`src/sv/sfr_pkg.sv`:
```
`timescale 1ns / 1ps
// Shared types, constants and helpers for the stream find-and-replace block.
// No dependencies; imported by the core, the compare unit, the output register and the testbench.
package sfr_pkg;

  localparam int MAX_PATTERN     = 8;
  localparam int MAX_REPLACEMENT = 8;
  localparam int WIN_DEPTH       = 8;
  localparam int WIN_IDX_W       = $clog2(WIN_DEPTH);

  typedef logic [WIN_DEPTH-1:0][7:0] win_t;

  typedef enum logic [1:0] {
    CFG_PATTERN_BYTES     = 2'd0,
    CFG_PATTERN_LENGTH    = 2'd1,
    CFG_REPLACEMENT_BYTES = 2'd2,
    CFG_REPLACEMENT_LEN   = 2'd3
  } cfg_reg_t;

  typedef enum logic [2:0] {
    ST_IDLE,
    ST_CHECK,
    ST_REPL,
    ST_FLUSH,
    ST_FINISH
  } seq_state_t;

  typedef struct packed {
    logic is_prefix;
    logic is_match;
  } cmp_status_t;

  typedef struct packed {
    logic [7:0] data;
    logic       byte_valid;
    logic       run_last;
    logic       string_end;
  } result_t;

  function automatic logic [3:0] eff_pattern_len(input logic [3:0] len);
    if (len == 4'd0) return 4'd1;
    if (len > 4'(MAX_PATTERN)) return 4'(MAX_PATTERN);
    return len;
  endfunction

  function automatic logic [3:0] eff_repl_len(input logic [3:0] len);
    if (len > 4'(MAX_REPLACEMENT)) return 4'(MAX_REPLACEMENT);
    return len;
  endfunction

endpackage

```
`src/sv/sfr_prefix_unit.sv`:
```
`timescale 1ns / 1ps
// Shared compare unit: checks the held window against the pattern head.
// Depends on sfr_pkg.
module sfr_prefix_unit (
  input  sfr_pkg::win_t        win,
  input  logic [3:0]           count,
  input  logic [63:0]          pattern,
  input  logic [3:0]           plen,
  output sfr_pkg::cmp_status_t status
);
  import sfr_pkg::*;

  logic ok;

  always_comb begin
    ok = 1'b1;
    for (int i = 0; i < WIN_DEPTH; i++) begin
      if ((4'(i) < count) && (win[i] != pattern[i*8 +: 8])) begin
        ok = 1'b0;
      end
    end
    status.is_prefix = ok;
    status.is_match  = ok && (count == plen);
  end

endmodule

```
`src/sv/sfr_out_reg.sv`:
```
`timescale 1ns / 1ps
// Output register for result items; frees the sequencer from the receiver.
// Depends on sfr_pkg.
module sfr_out_reg (
  input  logic             clk,
  input  logic             rst,
  input  logic             push,
  input  sfr_pkg::result_t item,
  output logic             free,
  output logic             m_tvalid,
  input  logic             m_tready,
  output logic [7:0]       m_tdata,  // out_byte
  output logic             m_tlast,  // run_last
  output logic [1:0]       m_tuser   // [0] byte_valid, [1] string_end
);
  import sfr_pkg::*;

  result_t held;

  assign free = !m_tvalid || m_tready;

  always_ff @(posedge clk) begin
    if (rst) begin
      m_tvalid <= 1'b0;
    end else if (free) begin
      m_tvalid <= push;
    end
  end

  always_ff @(posedge clk) begin
    if (free && push) begin
      held <= item;
    end
  end

  assign m_tdata = held.data;
  assign m_tlast = held.run_last;
  assign m_tuser = {held.string_end, held.byte_valid};

endmodule

```
`src/sv/stream_find_and_replace_core.sv`:
```
`timescale 1ns / 1ps
// Streaming find-and-replace over a byte string, top level.
// Depends on sfr_pkg, sfr_prefix_unit, sfr_out_reg.
//
// Usage:
//   s_* takes one string byte per item (tdata = data_byte, tlast = final byte).
//   m_* gives rewritten bytes (tdata = out_byte, tlast = last result of the
//   input item, tuser[0] = byte_valid, tuser[1] = end of string). A final
//   byte that leaves nothing to emit gives one bare end marker.
//   cfg_* writes a register: 0 pattern bytes, 1 pattern length,
//   2 replacement bytes, 3 replacement length. Write only while idle.
//   Writing the pattern or its length drops the held bytes.
// Sequencing:
//   One input item gives 0..8 result items; a final byte that is not part of
//   a match goes through the flush step, and a final byte with nothing to
//   emit gives a bare end marker. The sequencer walks the window through one
//   shared prefix compare unit and moves one result per cycle while the
//   output register is free; s_tready is high only while the sequencer is
//   idle, so a new input item is taken only once the last one is through.
// Reset: clears the window count, the sequencer and the output register;
//   registers return to pattern length 1, empty replacement.
// Stalls: a held result waits in the output register; the sequencer pauses
//   until it is taken.
module stream_find_and_replace_core (
  input  logic        clk,
  input  logic        rst,
  input  logic        s_tvalid,
  output logic        s_tready,
  input  logic [7:0]  s_tdata,   // data_byte
  input  logic        s_tlast,   // in_last
  output logic        m_tvalid,
  input  logic        m_tready,
  output logic [7:0]  m_tdata,   // out_byte
  output logic        m_tlast,   // run_last
  output logic [1:0]  m_tuser,   // [0] byte_valid, [1] string_end
  input  logic        cfg_valid,
  output logic        cfg_ready,
  input  logic [1:0]  cfg_index,
  input  logic [63:0] cfg_data
);
  import sfr_pkg::*;

  logic [63:0] pat_bytes;
  logic [3:0]  pat_len;
  logic [63:0] rep_bytes;
  logic [3:0]  rep_len;

  win_t                 win, win_next;
  logic [3:0]           count, count_next;
  seq_state_t           state, state_next;
  logic [WIN_IDX_W-1:0] ridx, ridx_next;
  logic                 last_flag, last_flag_next;
  logic                 pend_valid, pend_valid_next;
  logic [7:0]           pend_byte, pend_byte_next;

  logic [3:0]  plen, rlen, base;
  cmp_status_t cmp;
  logic        free, push, prod;
  logic [7:0]  prod_byte;
  result_t     item;

  assign plen      = eff_pattern_len(pat_len);
  assign rlen      = eff_repl_len(rep_len);
  assign s_tready  = (state == ST_IDLE);
  assign cfg_ready = 1'b1;

  sfr_prefix_unit u_cmp (
    .win     (win),
    .count   (count),
    .pattern (pat_bytes),
    .plen    (plen),
    .status  (cmp)
  );

  sfr_out_reg u_out (
    .clk      (clk),
    .rst      (rst),
    .push     (push),
    .item     (item),
    .free     (free),
    .m_tvalid (m_tvalid),
    .m_tready (m_tready),
    .m_tdata  (m_tdata),
    .m_tlast  (m_tlast),
    .m_tuser  (m_tuser)
  );

  always_comb begin
    win_next        = win;
    count_next      = count;
    state_next      = state;
    ridx_next       = ridx;
    last_flag_next  = last_flag;
    pend_valid_next = pend_valid;
    pend_byte_next  = pend_byte;
    prod            = 1'b0;
    prod_byte       = win[0];
    push            = 1'b0;
    item            = '0;
    base            = (count >= plen) ? 4'd0 : count;

    case (state)
      ST_IDLE: begin
        if (s_tvalid) begin
          win_next[base[WIN_IDX_W-1:0]] = s_tdata;
          count_next     = base + 4'd1;
          last_flag_next = s_tlast;
          state_next     = ST_CHECK;
        end
      end
      ST_CHECK: begin
        if (cmp.is_match) begin
          count_next = 4'd0;
          ridx_next  = '0;
          state_next = (rlen == 4'd0) ? ST_FINISH : ST_REPL;
        end else if ((count != 4'd0) && !cmp.is_prefix) begin
          prod = free;
        end else begin
          state_next = last_flag ? ST_FLUSH : ST_FINISH;
        end
      end
      ST_REPL: begin
        if (free) begin
          prod      = 1'b1;
          prod_byte = rep_bytes[8*ridx +: 8];
          ridx_next = ridx + 1'b1;
          if ({1'b0, ridx} == rlen - 4'd1) begin
            state_next = ST_FINISH;
          end
        end
      end
      ST_FLUSH: begin
        if (count == 4'd0) begin
          state_next = ST_FINISH;
        end else begin
          prod = free;
        end
      end
      ST_FINISH: begin
        if (pend_valid || last_flag) begin
          if (free) begin
            push            = 1'b1;
            item.data       = pend_valid ? pend_byte : 8'd0;
            item.byte_valid = pend_valid;
            item.run_last   = 1'b1;
            item.string_end = last_flag;
            pend_valid_next = 1'b0;
            state_next      = ST_IDLE;
          end
        end else begin
          state_next = ST_IDLE;
        end
      end
      default: begin
        state_next = ST_IDLE;
      end
    endcase

    // Window shift on an emitted window byte (mismatch or flush).
    if (prod && state != ST_REPL) begin
      for (int i = 0; i < WIN_DEPTH - 1; i++) begin
        win_next[i] = win[i+1];
      end
      count_next = count - 4'd1;
    end

    // One-deep holding slot so run_last is known when a result leaves.
    if (prod) begin
      if (pend_valid) begin
        push            = 1'b1;
        item.data       = pend_byte;
        item.byte_valid = 1'b1;
      end
      pend_valid_next = 1'b1;
      pend_byte_next  = prod_byte;
    end

    // Pattern writes drop the held bytes.
    if (cfg_valid && cfg_ready &&
        ((cfg_reg_t'(cfg_index) == CFG_PATTERN_BYTES) ||
         (cfg_reg_t'(cfg_index) == CFG_PATTERN_LENGTH))) begin
      count_next = 4'd0;
    end
  end

  always_ff @(posedge clk) begin
    if (rst) begin
      state      <= ST_IDLE;
      count      <= 4'd0;
      pend_valid <= 1'b0;
      last_flag  <= 1'b0;
      ridx       <= '0;
      pat_bytes  <= 64'd0;
      pat_len    <= 4'd1;
      rep_bytes  <= 64'd0;
      rep_len    <= 4'd0;
    end else begin
      state      <= state_next;
      count      <= count_next;
      pend_valid <= pend_valid_next;
      last_flag  <= last_flag_next;
      ridx       <= ridx_next;
      if (cfg_valid && cfg_ready) begin
        case (cfg_reg_t'(cfg_index))
          CFG_PATTERN_BYTES: begin
            pat_bytes <= cfg_data;
          end
          CFG_PATTERN_LENGTH: begin
            pat_len <= cfg_data[3:0];
          end
          CFG_REPLACEMENT_BYTES: begin
            rep_bytes <= cfg_data;
          end
          CFG_REPLACEMENT_LEN: begin
            rep_len <= cfg_data[3:0];
          end
          default: begin
          end
        endcase
      end
    end
  end

  always_ff @(posedge clk) begin
    win       <= win_next;
    pend_byte <= pend_byte_next;
  end

endmodule

```
`config.mk`:
```
export PLATFORM = sky130hd
export DESIGN_NAME = stream_find_and_replace_core
export DESIGN_NICKNAME = d
export VERILOG_FILES = /design/src/sv/sfr_pkg.sv /design/src/sv/sfr_prefix_unit.sv /design/src/sv/sfr_out_reg.sv /design/src/sv/stream_find_and_replace_core.sv
export SDC_FILE = /design/constraint.sdc
export NUM_CORES = 1
export LEC_CHECK = 0
export ABC_AREA = 1
export BUFFER_PORTS_ARGS = -buffer_cell sky130_fd_sc_hd__buf_4
export CAP_MARGIN = 5
export CORE_ASPECT_RATIO = 0.9
export CORE_MARGIN = 2
export CORE_UTILIZATION = 40
export DETAILED_ROUTE_END_ITERATION = 10
export SYNTH_ARGS = -nofsm -noshare
export SYNTH_HDL_FRONTEND = slang
export SYNTH_SLANG_ARGS = --single-unit
export TNS_END_PERCENT = 5
```
`constraint.sdc`:
```
create_clock -name clk -period 6.38 [get_ports clk]
set_input_delay 1.276 -clock clk [delete_from_list [all_inputs] [get_ports clk]]
set_output_delay 1.276 -clock clk [all_outputs]
set_load 0.01 [all_outputs]
```
==> results of run 1 <==
==> cell usage in the layout (no fill, tap or decap), drive strengths merged <==
master and count:
a211oi 1, a21boi 1, a21oi 28, buf 101, clkbuf 38, clkinv 8, conb 1, dfxtp 149
edfxtp 83, ha 11, inv 82, mux2i 13, nand2 210, nand3 127, nand3b 1, nand4 4
nor2 317, nor3 5, o211ai 3, o21ai 181, o221ai 13, o32ai 3, or2 4, xnor2 50
xor2 8
==> flip-flops by register name, summed over array words and instances, names as in the netlist <==
name            cells
win                64
u_out.m_tvalid      1
u_out.m_tlast       1
u_out.m_tdata       8
pat_len             4
ridx                3
state               3
pend_valid          1
pat_bytes          64
count               4
last_flag           1
pend_byte           8
rep_bytes          64
u_out.m_tuser       2
rep_len             4
==> per-layer routing <==
layer  vias up  wire length [microns]
met5         -                      0
met4         0                   1030
met3        53                   2160
met2       315                  14100
met1      4435                  15400
li1       4616                      -
==> Yosys cell counts, drive strengths merged (13+ instances only) <==
| cell | number | area [sq um] |
|---|---|---|
| a21oi | 28 | 140 |
| buf | 17 | 98.8 |
| clkbuf | 59 | 221 |
| dfxtp | 149 | 2980 |
| edfxtp | 83 | 2490 |
| inv | 82 | 308 |
| mux2i | 13 | 130 |
| nand2 | 210 | 806 |
| nand3 | 127 | 641 |
| nor2 | 317 | 1220 |
| o21ai | 181 | 910 |
| o221ai | 13 | 114 |
| xnor2 | 50 | 438 |
==> power breakdown <==
part / leakage [nW] / switching (mW) / internal, mW
clock: 0.403 / 0.598 / 0.826
sequential: 1.99 / 0.189 / 1.85
combinational: 2.96 / 0.740 / 0.364
total: 5.35 / 1.53 / 3.04
==> final cells by class <==
| cell class | instances | area (sq um) |
|---|---|---|
| Clock inverter | 7 | 35.0 |
| Clock buffer | 38 | 767 |
| Tap cell | 354 | 443 |
| Inverter | 83 | 312 |
| Multi-Input combinational cell | 981 | 4780 |
| Sequential cell | 232 | 5480 |
| Fill cell | 2638 | 14300 |
| Timing Repair Buffer | 101 | 758 |
==> logic make-up (layout without fill, tap and decap cells) <==
kind of cell	Yosys count	in the layout	share of synthesized area, %
AO/OA/AOI/OAI	230	230	11.3
XOR/XNOR	58	58	4.67
multiplexers	13	13	1.20
other	1	1	0.0345
adder cells (fa/ha/maj)	11	11	1.26
AND/OR/NAND/NOR	668	668	25.4
flip-flops	232	232	50.3
buffers and inverters	159	229	5.81
==> path summary, 6_finish.rpt <==
| check | end | cells after the start |
|---|---|---|
| worst max-delay path | win[50] | 12 |
| worst min-delay path | pat_bytes[17] | 2 |
| worst max register to register | win[50] | 12 |
| worst min register to register | pat_bytes[17] | 2 |
==> worst max-delay path, stage by stage, from the launching register on <==
cell and delay (ns):
dfxtp_1 0.48, clkinv_1 0.31, ha_1 0.34, or2_1 0.25, nand2_1 0.06, nand2_1 0.05, nand2_1 0.10, nor2_2 0.07
nand2_1 0.09, nand3_2 0.09, nand2_4 0.54, nand2_4 0.65, o21ai_0 0.67
==> stage by stage <==
step / worst slack (ns) / hold WS [ns] / instance area (sq um) / total power, mW
2_1_floorplan: 3.49 / 0.436 / 10900 / 2.80
4_1_cts: 2.35 / 0.462 / 12600 / 4.57
3_3_place_gp: 2.04 / 0.449 / 11800 / 3.13
6_report: 2.23 / 0.462 / 12600 / 4.57
3_5_place_dp: 1.97 / 0.455 / 11800 / 3.15
5_1_grt: 2.01 / 0.491 / 12600 / 4.80
==> PnR_summary.wiki, run 1 <==
{| class="wikitable"
! Metric !! Value
|-
| Result of the run || finished clean
|-
| Count of mapped cells out of synthesis || 1,372
|-
| Max FO, Critical Path || 80
|-
| Final RePlAce weighted congestion || 0.898
|-
| Maximum number of pins on one net before global-route repair || 85
|-
| Tmin final || 4.15 ns
|-
| Vias post-DR || 9,419
|-
| Final cell utilization of the core || 46.8%
|-
| Total number of H-tree levels || 1
|-
| Headroom to the max-slew limit || 20.1%
|-
| Clk pin slew, worst setup/hold paths || 0.06 ns
|-
| Ratio of cells with drive above 1 in the final layout || 12.0%
|-
| Floorplan Core Area || 0.0269 sq mm
|-
| Clock Latency Late Sink || 0.53 ns
|-
| Maximum ir drop on the vdd rail || 226 uV
|-
| Avg Synthesized Cell Area || 7.93 sq um
|-
| HPWL Detailed || 23,000 microns
|-
| GR met1 Demand/Resource || 34.2%
|-
| I/O pin cnt || 94
|-
| Final worst path period share || 65.0%
|-
| Overall global routing resource usage || 22.8%
|-
| Postcts setup bufs || 0
|-
| Part of the Yosys area used for sequential elements || 50.3%
|-
| Antenna violations before repair || 0
|-
| Antenna Nets Post-Route || 0
|-
| DRC errors left || 0
|-
| Final wirelength || 32,700 microns
|-
| Maximum buffer depth of the clock tree || 3
|-
| Final setup viols || 0
|-
| Congestion Overflow GR || 0
|-
| Wire per inst || 18.2 microns
|-
| Grt met2 use || 34.1%
|-
| Floorplan row count || 57
|-
| Reg-to-reg critical path startpoint || count[0]
|-
| Wire length of the first global-routing pass || 50,300 microns
|-
| Data required time at the worst endpoint || 6.52 ns
|-
| Crit path launch || count[0]
|-
| Clock tree root driver cell || clkbuf_16
|-
| LEAKAGE || 5.35 nW
|-
| Post-Syn Nets || 1,463
|-
| Measured slew at the worst slew-check pin || 1.20 ns
|-
| Vertical die dimension || 160 microns
|-
| Antenna Cells || 0
|-
| Total CTS buffers || 25
|-
| Number of global-route vias before repair || 8,797
|-
| Setup repair after global routing missed its margin || false
|-
| Flip-flop and latch count after synthesis || 232
|-
| Cells after DPL || 1,751
|-
| Arrival @ worst endpoint || 4.28 ns
|-
| GRT met3 Usage || 2.89%
|-
| Slack of the worst reg-to-reg path || 2.23 ns
|-
| Fin Clk Skew || 0.0185 ns
|-
| CTS tree || built
|-
| Final hold vios || 0
|-
| Port Buffers || 92
|-
| Sort of element at the end of the critical path || register
|-
| Post-CTS Hold Buffers || 0
|-
| Post-synth design cell area || 0.0109 sq mm
|-
| Type of the setup path with the least slack || register to register
|-
| Final instance count without filler cells || 1,796
|-
| X dimension of the die || 178 microns
|-
| Drt via density || 5.24
|-
| Number of enable-type register cells in the synthesized netlist || 83
|-
| Global route hottest layer || met1
|-
| Post-layout net count || 1,515
|-
| Number of sinks on the clock net || 232
|-
| Resize count post-CTS || 0
|-
| Initial standard-cell utilization of the core || 40.5%
|-
| Count of routing violations after the opening detailed-route iteration || 1,138
|-
| Die area || 0.0285 sq mm
|-
| Number of distinct library cells after synthesis || 38
|-
| Highest attainable clock frequency || 241 MHz
|-
| Most frequently used flop master after synthesis || dfxtp_1
|-
| Async set-reset flop share out of synthesis || 0%
|-
| Pre-Repair DR Iteration Count || 5
|-
| Count of final max-slew check failures || 0
|-
| Pwr dens || 363 mW/mm^2
|-
| Number of warnings reported in the yosys synthesis log || 0
|-
| Startpoint types || register
|-
| Synth-to-layout area growth || 15.6%
|-
| TNS Setup || 0 ns
|-
| Origin of the worst min-delay path || pat_bytes[17]
|-
| Tightest Hold Check Type || register to register
|-
| Number of maximum-capacitance constraint violations || 0
|}
Note: power is estimated with default switching activity, not from simulation.
==> inputs of run 2 (changes only) <==
ABC_AREA = 0   (was 1)
clock period = 3.96 ns   (was 6.38 ns; I/O delays follow)
==> PnR_summary.wiki, run 2 <==
{| class="wikitable"
! Metric !! Value
|-
| Initial standard-cell utilization of the core || 40.7% (+0.20 points)
|-
| Antenna Cells || 0 (unchanged)
|-
| Sort of element at the end of the critical path || register
|-
| Final worst path period share || 84.5% (+19 points)
|-
| Number of enable-type register cells in the synthesized netlist || 83 (unchanged)
|-
| Crit path buffers/inverters || 1 (unchanged)
|-
| Setup slack of the critical path after layout || 0.616 ns (-1.62 ns)
|-
| Total net switching power || 1.48 mW (-3.1%)
|-
| Floorplan Core Area || 0.0261 sq mm (-3.1%)
|-
| Overall global routing resource usage || 21.3% (-1.6 points)
|-
| Count of routing violations after the opening detailed-route iteration || 773 (-32%)
|-
| Flip-flop and latch count after synthesis || 232 (unchanged)
|-
| Maximum number of pins on one net before global-route repair || 88 (+3.5%)
|-
| Final hold vios || 0 (unchanged)
|-
| CP peak stage delay || 0.63 ns (-0.04 ns)
|-
| TNS Setup || 0 ns (unchanged)
|-
| Fillers || 2,572 (-2.5%)
|-
| Wire length of the first global-routing pass || 45,600 microns (-9.4%)
|-
| WHS Path Cells || 2 (unchanged)
|-
| Number of cells on the critical path || 8 (-4)
|-
| Number of distinct library cells after synthesis || 55 (+45%)
|-
| Floorplan row count || 56 (-1.8%)
|-
| Sequential power share || 46.9% (+2.3 points)
|-
| Post-CTS Hold Buffers || 0 (unchanged)
|-
| Final total power || 5.72 mW (+25%)
|-
| Wire per inst || 18.4 microns (+1.1%)
|-
| Port Buffers || 92 (unchanged)
|-
| Headroom to the max-slew limit || 36.6% (+17 points)
|-
| Max FO, Critical Path || 69 (-14%)
|-
| Die area || 0.0278 sq mm (-2.5%)
|-
| Fin Clk Skew || 0.0127 ns (-0.00589 ns)
|-
| Smallest hold slack || 0.453 ns (-0.00879 ns)
|-
| Final RePlAce weighted congestion || 0.896 (-0.23%)
|-
| Pwr dens || 461 mW/mm^2 (+27%)
|-
| Top post-synthesis cells by area || dfxtp_1 (28%), edfxtp_1 (24%), nand2_1 (15%)
|-
| Drt via density || 5.30 (+0.99%)
|-
| Final wirelength || 30,100 microns (-8.0%)
|-
| Part of the Yosys area used for sequential elements || 51.7% (+1.3 points)
|-
| Pre-Repair DR Iteration Count || 5 (unchanged)
|-
| Count of final max-slew check failures || 0 (unchanged)
|-
| Synth-to-layout area growth || 17.0%
|-
| Number of warnings reported in the yosys synthesis log || 0 (unchanged)
|-
| Post-synth design cell area || 0.0106 sq mm (-2.6%)
|-
| Worst slack after detailed placement || 0.687 ns (-1.29 ns)
|-
| Arrival @ worst endpoint || 3.54 ns (-0.74 ns)
|-
| Most area-hungry cell type in the Yosys netlist || dfxtp_1
|-
| Share of the synthesized area in the top cell type || 28.1% (+0.73 points)
|-
| Data required time at the worst endpoint || 4.16 ns (-2.36 ns)
|-
| Portion of total power attributed to combinational logic || 11.6% (-13 points)
|-
| Switching power as a share of total power || 25.9% (-7.6 points)
|-
| Ratio of cells with drive above 1 in the final layout || 14.1% (+2.1 points)
|-
| Startpoint types || register
|-
| Resize count post-CTS || 0 (unchanged)
|-
| Antenna violations before repair || 0 (unchanged)
|-
| Pint || 4.24 mW (+40%)
|-
| Result of the run || finished clean
|-
| Clk pin slew, worst setup/hold paths || 0.06 ns (about the same)
|-
| Tmin final || 3.34 ns (-0.801 ns)
|-
| Clk network pwr share || 41.5% (+10 points)
|-
| Clock tree root driver cell || clkbuf_16
|-
| Leading registers by flop count || pat_bytes x64, rep_bytes x64, win x64
|-
| Count of mapped cells out of synthesis || 1,203 (-12%)
|-
| LEAKAGE || 4.56 nW (-15%)
|-
| Clock Latency Late Sink || 0.53 ns (about the same)
|-
| Highest attainable clock frequency || 299 MHz (+24%)
|-
| Antenna Nets Post-Route || 0 (unchanged)
|-
| Standard cell with the maximum stage delay on the critical path || nor4_1
|-
| Most frequently used flop master after synthesis || dfxtp_1
|-
| Total number of H-tree levels || 1 (unchanged)
|-
| Vertical die dimension || 158 microns (-1.3%)
|-
| Final cell utilization of the core || 47.6% (+0.81 points)
|-
| HPWL Detailed || 21,600 microns (-6.2%)
|-
| Post-Syn Nets || 1,294 (-12%)
|-
| Highest-count cells in the layout ignoring fill and taps || nand2_1 (412), a21oi_1 (157), dfxtp_1 (149)
|-
| Number of global-route vias before repair || 7,913 (-10%)
|-
| Avg Synthesized Cell Area || 8.81 sq um (+11%)
|-
| Measured slew at the worst slew-check pin || 0.951 ns (-0.246 ns)
|-
| Maximum ir drop on the vdd rail || 279 uV (+23%)
|-
| Number of maximum-capacitance constraint violations || 0 (unchanged)
|-
| Postcts setup bufs || 0 (unchanged)
|-
| Crit-path cells || xor2_1, nor4_1, a21oi_1, o22ai_1, a21oi_2, o31a_4, inv_1, nand2_1
|-
| Async set-reset flop share out of synthesis || 0% (unchanged)
|-
| Tightest Hold Check Type || register to register
|-
| Number of sinks on the clock net || 232 (unchanged)
|-
| Congestion Overflow GR || 0 (unchanged)
|-
| Number of cell instances on the worst register-to-register path || 8 (-4)
|-
| Maximum buffer depth of the clock tree || 3 (unchanged)
|-
| Setup repair after global routing missed its margin || false
|-
| CTS tree || built
|-
| Register area || 0.00548 sq mm (unchanged)
|-
| Multi-input logic area || 0.00478 sq mm (unchanged)
|-
| X dimension of the die || 176 microns (-1.3%)
|-
| Final setup viols || 0 (unchanged)
|-
| Post-layout net count || 1,357 (-10%)
|-
| Vias post-DR || 8,654 (-8.1%)
|-
| Most used standard cell by instance count after synthesis || nand2_1
|-
| Total CTS buffers || 26 (+4.0%)
|-
| DRC errors left || 0 (unchanged)
|-
| I/O pin cnt || 94 (unchanged)
|-
| Most common library cell in the layout ignoring fill and taps || nand2_1
|-
| Type of the setup path with the least slack || register to register
|-
| Commonest cells in the synthesized netlist || nand2_1 (412), a21oi_1 (157), dfxtp_1 (149)
|-
| Kind of cell adding the most delay to the critical path || compound AO/OA/AOI/OAI gates
|}
run 2: cell types whose count changed after synthesis, sizes merged, moves of 13 or more:
cell    delta
nand2    +202
mux4      +16
nor4      +17
a21oi    +130
nor2     -280
xor2      +58
inv       -71
o21ai    -113
o221ai    -13
nand3    -117
xnor2     -47
run 2: path summary, 6_finish.rpt:
check	startpoint	end	slack [ns]
worst max-delay path	win[36]	win[36]	0.62
worst min-delay path	rep_bytes[12]	rep_bytes[12]	0.45
worst min register to register	rep_bytes[12]	rep_bytes[12]	0.45
worst max register to register	win[36]	win[36]	0.62
run 2: per-layer routing:
layer | GRT usage [%] | routed length, microns
met1 | 31.6 | 14300
met2 | 31.6 | 12700
met3 | 3.87 | 2160
met4 | 6.26 | 865
met5 | 0 | 0
run 2: through the flow:
step	area, sq um	std cells
after floorplan	10600	1203
after global placement	11500	1586
after detailed placement	11500	1586
after CTS	12400	1634
after global routing	12400	1634
final	12400	1634
run 2: cell type report:
type                            count  area share, %
Sequential cell                   232           44.2
Clock buffer                       39           6.47
Multi-Input combinational cell    889           38.6
Timing Repair Buffer              106           6.52
Clock inverter                      9          0.444
Inverter                           11          0.333
Tap cell                          348           3.51
run 2: power by group through the flow:
stage | registers [mW] | logic [mW] | clock network, mW
2_1_floorplan | 2.70 | 0.417 | 0
3_3_place_gp | 2.73 | 0.646 | 0
3_5_place_dp | 2.74 | 0.650 | 0
4_1_cts | 2.68 | 0.652 | 2.41
5_1_grt | 2.70 | 0.726 | 2.51
6_report | 2.69 | 0.662 | 2.37
run 2: logic make-up (layout without fill, tap and decap cells):
logic type | after synthesis | after routing | share of synthesized area (%)
AO/OA/AOI/OAI | 251 | 251 | 12.7
XOR/XNOR | 69 | 69 | 5.70
adder cells (fa/ha/maj) | 11 | 11 | 1.30
buffers and inverters | 82 | 165 | 3.51
flip-flops | 232 | 232 | 51.7
multiplexers | 29 | 29 | 4.63
other | 1 | 1 | 0.0354
AND/OR/NAND/NOR | 528 | 528 | 20.5
run 2: worst register-to-register path: stages, from the launching register on:
cell	delay (ns)
edfxtp_1	0.41
xor2_1	0.16
nor4_1	0.63
a21oi_1	0.16
o22ai_1	0.24
a21oi_2	0.13
o31a_4	0.57
inv_1	0.40
nand2_1	0.32
